**config.mk**
```make
export PLATFORM = sky130hd
export DESIGN_NAME = ntc_thermistor_temperature_averager
export DESIGN_NICKNAME = d
export VERILOG_FILES = /design/src/hw/rtl/ntca_pkg.sv /design/src/hw/rtl/ntca_div.sv /design/src/hw/rtl/ntc_thermistor_temperature_averager.sv
export SDC_FILE = /design/constraint.sdc
export NUM_CORES = 2
export LEC_CHECK = 0
export BUFFER_PORTS_ARGS = -buffer_cell sky130_fd_sc_hd__buf_2
export CORE_MARGIN = 3
export CORE_UTILIZATION = 30
export CTS_BUF_LIST = sky130_fd_sc_hd__clkbuf_8 sky130_fd_sc_hd__clkbuf_16
export CTS_CLUSTER_SIZE = 10
export DETAILED_ROUTE_END_ITERATION = 10
export GPL_TIMING_DRIVEN = 1
export PLACE_DENSITY = 0.44
export SETUP_SLACK_MARGIN = 0.3
export SLEW_MARGIN = 20
export SYNTH_ARGS = -nofsm -noshare
export SYNTH_HDL_FRONTEND = slang
export SYNTH_SLANG_ARGS = --single-unit
export TNS_END_PERCENT = 5
```
**constraint.sdc**
```tcl
create_clock -name clk -period 15.3 [get_ports clk]
set_clock_uncertainty 0.1 [all_clocks]
set_input_delay 2.295 -clock clk [delete_from_list [all_inputs] [get_ports clk]]
set_output_delay 2.295 -clock clk [all_outputs]
set_load 0.05 [all_outputs]
```
**src/hw/rtl/ntca_pkg.sv**
```systemverilog
// shared constants, codes and types of the ntc thermistor temperature averager
// no dependencies
`default_nettype none

package ntca_pkg;

  localparam int ADC_BITS   = 12;
  localparam int COUNT_BITS = 10;
  localparam int SUM_BITS   = ADC_BITS + COUNT_BITS;
  localparam int LOG_FRAC   = 28;
  localparam int BETA_BITS  = 14;
  localparam int NTEMP_BITS = 16;
  localparam int CFG_BITS   = 16;

  localparam logic [31:0] LN2_Q32 = 32'd2977044472;

  localparam logic [COUNT_BITS-1:0] SAMPLE_COUNT_RST = COUNT_BITS'(10);
  localparam logic [BETA_BITS-1:0]  BETA_RST         = BETA_BITS'(3950);
  localparam logic [NTEMP_BITS-1:0] NTEMP_RST        = NTEMP_BITS'(29815);

  localparam logic [1:0] CFG_SAMPLE_COUNT = 2'd0;
  localparam logic [1:0] CFG_BETA         = 2'd1;
  localparam logic [1:0] CFG_NOMINAL_TEMP = 2'd2;

  localparam logic [1:0] STAT_OK        = 2'd0;
  localparam logic [1:0] STAT_ZERO_MEAN = 2'd1;
  localparam logic [1:0] STAT_CLIP_LOW  = 2'd2;
  localparam logic [1:0] STAT_CLIP_HIGH = 2'd3;

  typedef enum logic [3:0] {
    ST_IDLE,
    ST_DIV,
    ST_LOG_SETUP,
    ST_LOG_SQ,
    ST_LN,
    ST_NB,
    ST_NL,
    ST_DCALC,
    ST_NUM,
    ST_QDIV,
    ST_OUT
  } state_t;

endpackage

`default_nettype wire

```
**src/hw/rtl/ntca_div.sv**
```systemverilog
// restoring divider for the mean: sum of codes over number of codes, one bit a cycle
// depends on ntca_pkg
`default_nettype none

module ntca_div (
  input  wire logic                           clk,
  input  wire logic                           rst_n,
  input  wire logic                           start,
  input  wire logic [ntca_pkg::SUM_BITS-1:0]   dividend,
  input  wire logic [ntca_pkg::COUNT_BITS-1:0] divisor,
  output logic                                done,
  output logic [ntca_pkg::ADC_BITS-1:0]        quotient
);
  import ntca_pkg::*;

  localparam int CNT_W = $clog2(SUM_BITS + 1);

  logic [COUNT_BITS-1:0] div_r, div_nxt;
  logic [COUNT_BITS-1:0] rem_r, rem_nxt;
  logic [SUM_BITS-1:0]   q_r, q_nxt;
  logic [CNT_W-1:0]      cnt_r, cnt_nxt;
  logic                  busy_r, busy_nxt;
  logic                  done_r, done_nxt;
  logic [COUNT_BITS:0]   cat;
  logic                  ge;
  logic [COUNT_BITS:0]   diff;

  always_comb begin
    cat  = {rem_r, q_r[SUM_BITS-1]};
    ge   = cat >= {1'b0, div_r};
    diff = cat - {1'b0, div_r};
  end

  always_comb begin
    div_nxt  = div_r;
    rem_nxt  = rem_r;
    q_nxt    = q_r;
    cnt_nxt  = cnt_r;
    busy_nxt = busy_r;
    done_nxt = 1'b0;
    if (start) begin
      div_nxt  = divisor;
      rem_nxt  = '0;
      q_nxt    = dividend;
      cnt_nxt  = CNT_W'(SUM_BITS - 1);
      busy_nxt = 1'b1;
    end else if (busy_r) begin
      // remainder stays below the divisor, so it fits back into its width
      rem_nxt = ge ? diff[COUNT_BITS-1:0] : cat[COUNT_BITS-1:0];
      q_nxt   = {q_r[SUM_BITS-2:0], ge};
      if (cnt_r == '0) begin
        busy_nxt = 1'b0;
        done_nxt = 1'b1;
      end else begin
        cnt_nxt = cnt_r - 1'b1;
      end
    end
  end

  always_ff @(posedge clk) begin
    if (!rst_n) begin
      busy_r <= 1'b0;
      done_r <= 1'b0;
      cnt_r  <= '0;
    end else begin
      busy_r <= busy_nxt;
      done_r <= done_nxt;
      cnt_r  <= cnt_nxt;
    end
    div_r <= div_nxt;
    rem_r <= rem_nxt;
    q_r   <= q_nxt;
  end

  assign done     = done_r;
  assign quotient = q_r[ADC_BITS-1:0];

endmodule

`default_nettype wire

```
**src/hw/rtl/ntc_thermistor_temperature_averager.sv**
```systemverilog
// Averages ADC codes of an NTC divider and converts the mean to whole degrees Celsius by the
// beta equation. The code that closes a group starts the conversion and the block holds
// in_stall high until the result word is loaded into the output register, after the mean
// divider (22 quotient bits and the hand-over), the two logarithms (one squaring a cycle on
// the shared 32x32 multiplier), the beta terms, the final quotient of nine bits and the load
// of the output register. A zero mean, a curve pole or a result below zero ends the
// conversion early, and a full, stalled output register adds its stall.
// Codes that do not close a group are taken back to back. cfg_ready is always high.
// depends on ntca_pkg and ntca_div
`default_nettype none

module ntc_thermistor_temperature_averager (
  input  wire logic                           clk,
  input  wire logic                           rst_n,
  input  wire logic                           in_valid,
  output logic                                in_stall,
  input  wire logic [ntca_pkg::ADC_BITS-1:0]   in_adc_code,
  output logic                                out_valid,
  input  wire logic                           out_stall,
  output logic [7:0]                          out_temperature_c,
  output logic [ntca_pkg::ADC_BITS-1:0]        out_average_code,
  output logic [1:0]                          out_status,
  input  wire logic                           cfg_valid,
  output logic                                cfg_ready,
  input  wire logic [1:0]                     cfg_index,
  input  wire logic [ntca_pkg::CFG_BITS-1:0]   cfg_data
);
  import ntca_pkg::*;

  state_t state_r, state_nxt;

  logic [COUNT_BITS-1:0] scount_r;
  logic [BETA_BITS-1:0]  beta_r;
  logic [NTEMP_BITS-1:0] ntemp_r;

  logic [SUM_BITS-1:0]   sum_r, sum_nxt;
  logic [COUNT_BITS-1:0] taken_r, taken_nxt;

  logic [ADC_BITS-1:0]   avg_r, avg_nxt;
  logic                  sel_r, sel_nxt;
  logic [LOG_FRAC:0]     m_r, m_nxt;
  logic [31:0]           res_r, res_nxt;
  logic [4:0]            cnt_r, cnt_nxt;
  logic [27:0]           ln1_r, ln1_nxt;
  logic signed [28:0]    l_r, l_nxt;
  logic [29:0]           nb_r, nb_nxt;
  logic signed [47:0]    d_r, d_nxt;
  logic [36:0]           t1_r, t1_nxt;
  logic [63:0]           t2_r, t2_nxt;
  logic [63:0]           dd_r, dd_nxt;
  logic [63:0]           rem_r, rem_nxt;
  logic [8:0]            q_r, q_nxt;
  logic [7:0]            temp_r, temp_nxt;
  logic [1:0]            stat_r, stat_nxt;

  logic                  ov_r, ov_nxt;
  logic [7:0]            otemp_r, otemp_nxt;
  logic [ADC_BITS-1:0]   oavg_r, oavg_nxt;
  logic [1:0]            ostat_r, ostat_nxt;

  logic                  accept;
  logic [COUNT_BITS-1:0] target;
  logic [COUNT_BITS:0]   taken_inc;
  logic [SUM_BITS-1:0]   sum_inc;
  logic                  div_start, div_done;
  logic [ADC_BITS-1:0]   div_q;

  logic [ADC_BITS-1:0]   log_x;
  logic [3:0]            log_k;
  logic [31:0]           mul_a, mul_b;
  logic [63:0]           prod;
  logic [LOG_FRAC+1:0]   sq;
  logic [27:0]           l_mag;
  logic [43:0]           nl_mag;
  logic [20:0]           b100;
  logic signed [47:0]    nl;
  logic signed [63:0]    num;
  logic                  qge;

  ntca_div u_div (
    .clk      (clk),
    .rst_n    (rst_n),
    .start    (div_start),
    .dividend (sum_inc),
    .divisor  (taken_inc[COUNT_BITS-1:0]),
    .done     (div_done),
    .quotient (div_q)
  );

  assign accept    = in_valid && !in_stall;
  assign in_stall  = (state_r != ST_IDLE);
  assign cfg_ready = 1'b1;
  assign target    = (scount_r == '0) ? COUNT_BITS'(1) : scount_r;
  assign taken_inc = {1'b0, taken_r} + 1'b1;
  assign sum_inc   = sum_r + SUM_BITS'(in_adc_code);
  assign div_start = accept && (taken_inc >= {1'b0, target});

  // operand selection of the shared multiplier
  always_comb begin
    log_x = sel_r ? avg_r : ADC_BITS'((ADC_BITS + 1)'(1 << ADC_BITS) - {1'b0, avg_r});
    log_k = '0;
    for (int i = 0; i < ADC_BITS; i++) begin
      if (log_x[i]) log_k = 4'(i);
    end
    l_mag = l_r[28] ? 28'(-l_r) : 28'(l_r);
    mul_a = '0;
    mul_b = '0;
    case (state_r)
      ST_LOG_SQ: begin
        mul_a = 32'(m_r);
        mul_b = 32'(m_r);
      end
      ST_LN: begin
        mul_a = res_r;
        mul_b = LN2_Q32;
      end
      ST_NB: begin
        mul_a = 32'(ntemp_r);
        mul_b = 32'(beta_r);
      end
      ST_NL: begin
        mul_a = 32'(l_mag);
        mul_b = 32'(ntemp_r);
      end
      default: begin
        mul_a = '0;
        mul_b = '0;
      end
    endcase
    prod   = 64'(mul_a) * 64'(mul_b);
    sq     = prod[2*LOG_FRAC+1:LOG_FRAC];
    nl_mag = prod[43:0];
    nl     = l_r[28] ? -$signed({4'b0, nl_mag}) : $signed({4'b0, nl_mag});
    b100   = 21'(beta_r) * 21'd100;
    num    = $signed({3'b0, t1_r, 24'b0}) - $signed(t2_r);
    qge    = rem_r >= dd_r;
  end

  always_comb begin
    state_nxt = state_r;
    sum_nxt   = sum_r;
    taken_nxt = taken_r;
    avg_nxt   = avg_r;
    sel_nxt   = sel_r;
    m_nxt     = m_r;
    res_nxt   = res_r;
    cnt_nxt   = cnt_r;
    ln1_nxt   = ln1_r;
    l_nxt     = l_r;
    nb_nxt    = nb_r;
    d_nxt     = d_r;
    t1_nxt    = t1_r;
    t2_nxt    = t2_r;
    dd_nxt    = dd_r;
    rem_nxt   = rem_r;
    q_nxt     = q_r;
    temp_nxt  = temp_r;
    stat_nxt  = stat_r;
    ov_nxt    = ov_r && out_stall;
    otemp_nxt = otemp_r;
    oavg_nxt  = oavg_r;
    ostat_nxt = ostat_r;
    case (state_r)
      ST_IDLE: begin
        if (accept) begin
          if (div_start) begin
            sum_nxt   = '0;
            taken_nxt = '0;
            state_nxt = ST_DIV;
          end else begin
            sum_nxt   = sum_inc;
            taken_nxt = taken_inc[COUNT_BITS-1:0];
          end
        end
      end
      ST_DIV: begin
        if (div_done) begin
          avg_nxt = div_q;
          sel_nxt = 1'b0;
          if (div_q == '0) begin
            temp_nxt  = 8'd0;
            stat_nxt  = STAT_ZERO_MEAN;
            state_nxt = ST_OUT;
          end else begin
            state_nxt = ST_LOG_SETUP;
          end
        end
      end
      ST_LOG_SETUP: begin
        // normalise the mantissa into [1,2)
        m_nxt     = (LOG_FRAC + 1)'({log_x, LOG_FRAC'(0)} >> log_k);
        res_nxt   = {log_k, LOG_FRAC'(0)};
        cnt_nxt   = 5'(LOG_FRAC - 1);
        state_nxt = ST_LOG_SQ;
      end
      ST_LOG_SQ: begin
        if (sq[LOG_FRAC+1]) begin
          m_nxt             = sq[LOG_FRAC+1:1];
          res_nxt[cnt_r]    = 1'b1;
        end else begin
          m_nxt = sq[LOG_FRAC:0];
        end
        if (cnt_r == '0) begin
          state_nxt = ST_LN;
        end else begin
          cnt_nxt = cnt_r - 1'b1;
        end
      end
      ST_LN: begin
        if (!sel_r) begin
          ln1_nxt   = prod[63:36];
          sel_nxt   = 1'b1;
          state_nxt = ST_LOG_SETUP;
        end else begin
          l_nxt     = $signed({1'b0, ln1_r}) - $signed({1'b0, prod[63:36]});
          state_nxt = ST_NB;
        end
      end
      ST_NB: begin
        nb_nxt    = prod[29:0];
        state_nxt = ST_NL;
      end
      ST_NL: begin
        d_nxt     = $signed({3'b0, b100, 24'b0}) + nl;
        state_nxt = ST_DCALC;
      end
      ST_DCALC: begin
        if (d_r[47] || d_r == '0) begin
          // beyond the pole of the curve: hot without bound
          temp_nxt  = 8'd255;
          stat_nxt  = STAT_CLIP_HIGH;
          state_nxt = ST_OUT;
        end else begin
          t1_nxt    = 37'(nb_r) * 37'd100;
          t2_nxt    = 64'(d_r[46:0]) * 64'd27265;
          dd_nxt    = 64'(d_r[46:0]) * 64'd100;
          state_nxt = ST_NUM;
        end
      end
      ST_NUM: begin
        if (num[63]) begin
          temp_nxt  = 8'd0;
          stat_nxt  = STAT_CLIP_LOW;
          state_nxt = ST_OUT;
        end else begin
          rem_nxt   = 64'(num);
          dd_nxt    = dd_r << 8;
          q_nxt     = '0;
          cnt_nxt   = 5'd8;
          state_nxt = ST_QDIV;
        end
      end
      ST_QDIV: begin
        if (qge) rem_nxt = rem_r - dd_r;
        q_nxt  = {q_r[7:0], qge};
        dd_nxt = dd_r >> 1;
        if (cnt_r == '0) begin
          // quotient of nine bits: the top bit means above 255
          if (q_r[7]) begin
            temp_nxt = 8'd255;
            stat_nxt = STAT_CLIP_HIGH;
          end else begin
            temp_nxt = {q_r[6:0], qge};
            stat_nxt = STAT_OK;
          end
          state_nxt = ST_OUT;
        end else begin
          cnt_nxt = cnt_r - 1'b1;
        end
      end
      ST_OUT: begin
        if (!ov_r || !out_stall) begin
          ov_nxt    = 1'b1;
          otemp_nxt = temp_r;
          oavg_nxt  = avg_r;
          ostat_nxt = stat_r;
          state_nxt = ST_IDLE;
        end
      end
      default: state_nxt = ST_IDLE;
    endcase
  end

  always_ff @(posedge clk) begin
    if (!rst_n) begin
      state_r  <= ST_IDLE;
      sum_r    <= '0;
      taken_r  <= '0;
      ov_r     <= 1'b0;
      scount_r <= SAMPLE_COUNT_RST;
      beta_r   <= BETA_RST;
      ntemp_r  <= NTEMP_RST;
    end else begin
      state_r <= state_nxt;
      sum_r   <= sum_nxt;
      taken_r <= taken_nxt;
      ov_r    <= ov_nxt;
      if (cfg_valid && cfg_ready) begin
        case (cfg_index)
          CFG_SAMPLE_COUNT: scount_r <= cfg_data[COUNT_BITS-1:0];
          CFG_BETA:         beta_r   <= cfg_data[BETA_BITS-1:0];
          CFG_NOMINAL_TEMP: ntemp_r  <= cfg_data[NTEMP_BITS-1:0];
          default: ;
        endcase
      end
    end
    avg_r   <= avg_nxt;
    sel_r   <= sel_nxt;
    m_r     <= m_nxt;
    res_r   <= res_nxt;
    cnt_r   <= cnt_nxt;
    ln1_r   <= ln1_nxt;
    l_r     <= l_nxt;
    nb_r    <= nb_nxt;
    d_r     <= d_nxt;
    t1_r    <= t1_nxt;
    t2_r    <= t2_nxt;
    dd_r    <= dd_nxt;
    rem_r   <= rem_nxt;
    q_r     <= q_nxt;
    temp_r  <= temp_nxt;
    stat_r  <= stat_nxt;
    otemp_r <= otemp_nxt;
    oavg_r  <= oavg_nxt;
    ostat_r <= ostat_nxt;
  end

  assign out_valid         = ov_r;
  assign out_temperature_c = otemp_r;
  assign out_average_code  = oavg_r;
  assign out_status        = ostat_r;

endmodule

`default_nettype wire
```
## After elaboration in Yosys (flattened, before gate mapping)

Cells that the tools add are included.

- Shift operators: 1
- Order comparisons: 5
- $add $sub $neg: 12
- Multiplexer cells: 75
- Div/mod/pow operators: 0
- Reduce and logical (&&, ||, !) cells: 46
- Bitwise gates (word level): 6
- Multiply operators: 5
- Eq/ne operators: 27

Operators by type and width:

| kind | count |
|---|---|
| 64-bit two-way mux | 4 |
| 32-bit one-hot mux with 4 select lines | 2 |
| 64-bit one-hot mux with 3 select lines | 1 |
| 64-bit one-hot mux with 2 select lines | 1 |
| 22-bit two-way mux | 3 |
| 64-bit greater-or-equal comparator | 1 |
| 32-bit by 32-bit multiplier with 64-bit output | 1 |
| 32-bit one-hot mux with 2 select lines | 1 |
| 64-bit subtractor | 1 |
| 61-bit by 62-bit subtractor with 63-bit output | 1 |
| 47-bit by 15-bit multiplier with 62-bit output (second input constant) | 1 |
| 29-bit one-hot mux with 2 select lines | 1 |
| 4-bit two-way mux | 14 |
| 8-bit two-way mux | 7 |
| 47-bit by 5-bit multiplier with 52-bit output (second input constant) | 1 |
| 46-bit by 48-bit adder with 48-bit output | 1 |
| 48-bit logical NOT | 1 |
| 48-bit two-way mux | 1 |
| 44-bit negation with 48-bit output | 1 |
| 4-bit one-hot mux with 11 select lines | 1 |
| 40-bit by 4-bit >> shifter with 29-bit output | 1 |
| 30-bit by 5-bit multiplier with 35-bit output (second input constant) | 1 |
| 32-bit two-way mux | 1 |
| 32-bit OR | 1 |
| 50 further kinds | 128 |

- Bits in latches: 0
- Logic and storage cells: 210
- Flip-flop bits (word level): 605
- Memories kept: 0
- Bits in writable memories: 0
- Bits in read-only memories: 0

## Depth between registers and ports, before layout

- Depth in word-level cells: 15
- Gate-level depth with buffers: 51
- Depth with buffers taken out: 48

## Hierarchy

Synthesis repeated with hierarchy kept, for this count alone.

- Cells, all modules: 9,217
- Area, all modules: 85,537.0 µm²

By module, submodules not included:

| module | cells each | area an instance (µm²) | instances |
|---|---|---|---|
| ntc_thermistor_temperature_averager | 8,987 | 82,919.5 | 1 |
| ntca_div | 230 | 2,617.5 | 1 |

## Worst setup path after synthesis

No wires, ideal clock.

- Path type: register to register
- Start point: reg state_r[1]
- End point: reg d_r[46], data pin
- Data required time: 14.941 ns
- Period minus slack after synthesis: 12.826 ns
- Data arrival time: 12.467 ns
- Cell stages (with the launch flop): 44
- Path slack: 2.474 ns
- Path through: dfxtp_1 clkbuf_1 nand3_1 clkinv_1 clkbuf_1 a21oi_1 nand3_1 clkbuf_1 nand2_1 fa_1 inv_1 fa_1 fa_1 inv_1 fa_1 inv_1 fa_1 ha_1 (+8 left out) o31ai_1 xor2_1 or4_1 or2_2 nand2_1 xnor2_1 ha_1 fa_1 a21o_1 a21o_1 a21oi_1 o21ai_0 a21bo_2 o41ai_1 o21ai_0 o41ai_1 nor4b_1 o31a_1

- Longest elaborated chain between the ends: 6
- Elaborated cells between the ends (all ways): 10
- Those cells by class: 2 x add/sub; 1 x mul; 4 x eq/ne; 3 x mux

RTL lines:

| what | RTL line | source |
|---|---|---|
| start: declaration | ntc_thermistor_temperature_averager.sv:30 | `state_t state_r, state_nxt;` |
| start signal: assignment | ntc_thermistor_temperature_averager.sv:294 | `state_r <= state_nxt;` |
| 4-bit by 3-bit == test with 1-bit output / 4-bit by 2-bit == test with 1-bit output (equally long branches) | ntc_thermistor_temperature_averager.sv:108 | `case (state_r)` |
| 32-bit one-hot mux with 4 select lines | ntc_thermistor_temperature_averager.sv:108 |  |
| 32-bit by 32-bit multiplier with 64-bit output (*) | ntc_thermistor_temperature_averager.sv:130 | `prod = 64'(mul_a) * 64'(mul_b);` |
| net prod[25] | ntc_thermistor_temperature_averager.sv:71 | `logic [63:0] prod;` |
| 44-bit negation with 48-bit output | ntc_thermistor_temperature_averager.sv:133 | `nl = l_r[28] ? -$signed({4'b0, nl_mag}) : $signed({4'b0, nl_mag});` |
| 48-bit two-way mux (*) | ntc_thermistor_temperature_averager.sv:133 |  |
| 46-bit by 48-bit adder with 48-bit output (*) | ntc_thermistor_temperature_averager.sv:224 | `d_nxt = $signed({3'b0, b100, 24'b0}) + nl;` |
| end signal: assignment | ntc_thermistor_temperature_averager.sv:315 | `d_r <= d_nxt;` |
| end: declaration | ntc_thermistor_temperature_averager.sv:47 | `logic signed [47:0] d_r, d_nxt;` |

The timed path passes the listed nets; every way through them passes the cells marked *.
A chain may end at the register's enable or synchronous reset.

## Worst setup path in the final report

- Start point: reg state_r[0]
- End point: reg l_r[28], data pin

- Longest elaborated chain between the ends: 4
- Elaborated cells between the ends (all ways): 8
- Those cells by class: 1 x add/sub; 1 x mul; 4 x eq/ne; 2 x mux

RTL lines:

| what | RTL line | source |
|---|---|---|
| 4-bit by 3-bit == test with 1-bit output / 4-bit by 2-bit == test with 1-bit output (equally long branches) | ntc_thermistor_temperature_averager.sv:108 |  |
| 32-bit one-hot mux with 4 select lines | ntc_thermistor_temperature_averager.sv:108 |  |
| 32-bit by 32-bit multiplier with 64-bit output (*) | ntc_thermistor_temperature_averager.sv:130 |  |
| net prod[44] | ntc_thermistor_temperature_averager.sv:71 |  |
| 28-bit by 28-bit subtractor with 29-bit output (*) | ntc_thermistor_temperature_averager.sv:215 | `l_nxt = $signed({1'b0, ln1_r}) - $signed({1'b0, prod[63:36]});` |
| end signal: assignment | ntc_thermistor_temperature_averager.sv:313 | `l_r <= l_nxt;` |
| end: declaration | ntc_thermistor_temperature_averager.sv:45 | `logic signed [28:0] l_r, l_nxt;` |

Marks and branches as above.

==> run metrics <==
unrepaired setup endpoints after global routing=true; adder-cell share of the synthesized area=40.9%; DP HPWL=245000 um; Critical Path Fanout Max=49; Antenna Nets Post-Route=0; Routed WL=296000 um; Netlist cell types=95; sequential fraction of the synthesis area=19.9%; Final setup viols=0; placed insts=13152; drc violations=0; router iterations before antenna repair=5; htree depth=3; initial antenna violation count=7; mux contribution to synthesized area=1.17%; Slew Limit Headroom=21.7%; Slowest-stage cell, CP=a31oi_1; Die Area=294000 um^2; Final TNS setup=0 ns; Static Leakage=43.9 nW; initial DRC count=4164; DR vias/cell=4.93; GR Util All Layers=20.1%; DP Worst Slack=1.03 ns; cell area power density=49.7 nW/um^2; vias in the first global route=68815; delay-heaviest family, CP=adder cells; Max-Cap Viols=0; final worst path period need=14.24 ns; Core Area=286000 um^2; layout cells sized above 1=4.45%; routed vias=65640; Top cell by count, worst path=fa_1; register bit total from synthesis=605; async set-or-reset flop fraction in the synthesized netlist=0%; clock latency on the worst-skew pair=0.70 ns; Critical Path End Type=flop; Synth warnings=0; CP required=15.74 ns; buffers added on ports=58; CTS Buf Count=82; Routability Congestion=0.925; Die Y=543 um; largest net degree at the start of global routing=66; syn_area_per_cell=9.13 um^2; clk buf depth=3; first-pass GRT wire length=445000 um; final net count=11668; CTS tree=done; CTS sink count=605; Syn-to-layout area delta=9.23%; mapped cell area=86400 um^2; CP Launch Type=flop; setup ws final=1.06 ns; FP Rows=196; Max stage delay on crit path=0.78 ns; Initial Utilization=30.2%; Min-Delay Path Class=flop to flop; Core Util, Final=33.0%; I/O Pins=60; die width=543 um; status=complete, no violations; Post-Syn Instances=9458; post-synthesis compound-gate area fraction=11.5%; clk slew on worst S/H paths=0.06 ns; Final Non-Filler Cells=13301; Synth Area in Simple Gates=12.4%; ys flop type=edfxtp_1; worst vdd ir=0.0656 mV; wire per inst=22.2 um; Post-synth EDFFs=511; CP bufs+invs=6; clock root cell=clkbuf_16; Arr. time, crit path=14.68 ns; grt total ovfl=0; Worst-Margin Slew=1.17 ns; CP Class=flop to flop; final hold violation count=0; XOR/XNOR Fraction of Synth Area=4.43%; Slew Limit Fails=0; Period Utilization, post-route=93.1%; Fmax=70.2 MHz; largest family of logic cells by synthesized area=adder cells
## cell usage after synthesis, types with 11 or more instances
cell type | instances | area (um^2)
a221oi_1 | 15 | 131
nand2_1 | 855 | 3210
edfxtp_1 | 511 | 15300
o22ai_1 | 11 | 68.8
nor2_1 | 826 | 3100
and2_1 | 57 | 357
or2_2 | 23 | 144
o31ai_1 | 56 | 420
o21bai_1 | 60 | 450
xor2_1 | 166 | 1450
a21o_1 | 175 | 1310
a211o_1 | 23 | 201
or4_1 | 18 | 135
inv_1 | 1875 | 7040
o21a_1 | 63 | 473
o21ai_0 | 296 | 1480
a22oi_1 | 11 | 82.6
ha_1 | 1046 | 13100
buf_1 | 24 | 90.1
a211oi_1 | 46 | 345
fa_1 | 1113 | 22300
and4_1 | 15 | 131
mux2i_1 | 93 | 931
a31oi_1 | 50 | 313
nand4_1 | 54 | 338
nand2b_1 | 79 | 494
nand3_1 | 117 | 586
o21ai_1 | 16 | 80.1
or3_1 | 37 | 231
nand3b_1 | 17 | 128
xnor2_1 | 271 | 2370
nor4_1 | 32 | 200
and3_1 | 66 | 413
dfxtp_1 | 94 | 1880
a21boi_0 | 20 | 150
o211ai_1 | 45 | 338
o211a_1 | 15 | 150
clkbuf_1 | 285 | 1070
nor2b_1 | 64 | 400
a21oi_1 | 499 | 2500
o41ai_1 | 17 | 149
nor3_1 | 104 | 521
## path summary, 6_finish.rpt
| path | endpoint | slack, ns | startpoint | cells past startpoint |
|---|---|---|---|---|
| worst min register to register | out_temperature_c[5] | 0.32 | temp_r[5] | 0 |
| worst max-delay path | l_r[28] | 1.06 | state_r[0] | 40 |
| worst max register to register | l_r[28] | 1.06 | state_r[0] | 40 |
| worst min-delay path | out_temperature_c[5] | 0.32 | temp_r[5] | 0 |
## layout make-up
class	instances	area [um^2]
clock inverters	59	485
diodes	3	7.51
inverters	1880	7060
clock buffers	87	2150
fillers	29902	192000
well taps	3762	4710
repair buffers	209	1460
multi-input cells	6696	61300
flip-flops and latches	605	17200
## worst reg2reg max path: cells and delay by family (launching register included)
kind,cells,cell delay [ns]
buf+inv,6,1.55
fa+ha+maj,10,4.73
compound gates,13,3.89
xor+xnor,1,0.45
simple gates,10,2.84
flops,1,0.55
## per-stage QoR
stage                     total power [mW]  hold slack, ns  area (um^2)
after floorplan                       2.55           0.300        86500
after global placement                2.80           0.305        91700
after detailed placement              2.81           0.305        91700
after CTS                             4.76           0.317        94300
after global routing                  4.94           0.323        94400
final                                 4.69           0.317        94400
## power breakdown
part / switching, mW / internal, mW
Sequential: 0.0256 / 1.82
Combinational: 0.551 / 0.374
Clock: 0.789 / 1.13
## cells in the final DEF (no fill, tap or decap), types with 79 or more instances in the layout
cell type / synthesis / layout
a21o_1: 175 / 175
a21oi_1: 499 / 493
buf_4: 1 / 149
clkbuf_16: 0 / 85
dfxtp_1: 94 / 93
edfxtp_1: 511 / 511
fa_1: 1113 / 1113
ha_1: 1046 / 1046
inv_1: 1875 / 1899
mux2i_1: 93 / 93
nand2_1: 855 / 849
nand2b_1: 79 / 79
nand3_1: 117 / 114
nor2_1: 826 / 821
nor3_1: 104 / 103
o21ai_0: 296 / 291
xnor2_1: 271 / 270
xor2_1: 166 / 166
## sequential cells by signal, summed over array words and instances (netlist names), 10 cells and up
register          flops
d_r                  48
avg_r                12
dd_r                 64
res_r                32
l_r                  29
taken_r              10
u_div.rem_r          10
m_r                  29
t2_r                 62
ntemp_r              16
nb_r                 30
rem_r                64
u_div.q_r            22
scount_r             10
ln1_r                28
out_average_code     12
t1_r                 35
beta_r               14
sum_r                22
u_div.div_r          10
## metal layers
| metal | share of wire, % | GRT usage [%] | wire (um) | up-vias |
|---|---|---|---|---|
| met5 | 0.0030 | 0 | 9 | - |
| met4 | 3.8 | 6.66 | 11200 | 2 |
| met3 | 4.6 | 2.94 | 13700 | 383 |
| met2 | 48 | 34.1 | 142000 | 1536 |
| met1 | 44 | 26.0 | 129000 | 32894 |
| li1 | - | - | - | 30825 |
## repair_timing
item | 4_1_cts | 5_1_grt
gates resized for setup | 0 | 2
buffers inserted | 0 | 0
hold buffers | 0 | 0
setup endpoints to repair | 0 | 2
## cells by family after synthesis
logic type | after synthesis
multiplexers | 100
buffers and inverters | 2198
XOR/XNOR | 437
AND/OR/NAND/NOR | 2405
AO/OA/AOI/OAI | 1552
other | 2
adder cells (fa/ha/maj) | 2159
flip-flops | 605
No activity file was read; power rests on OpenSTA's default activity.
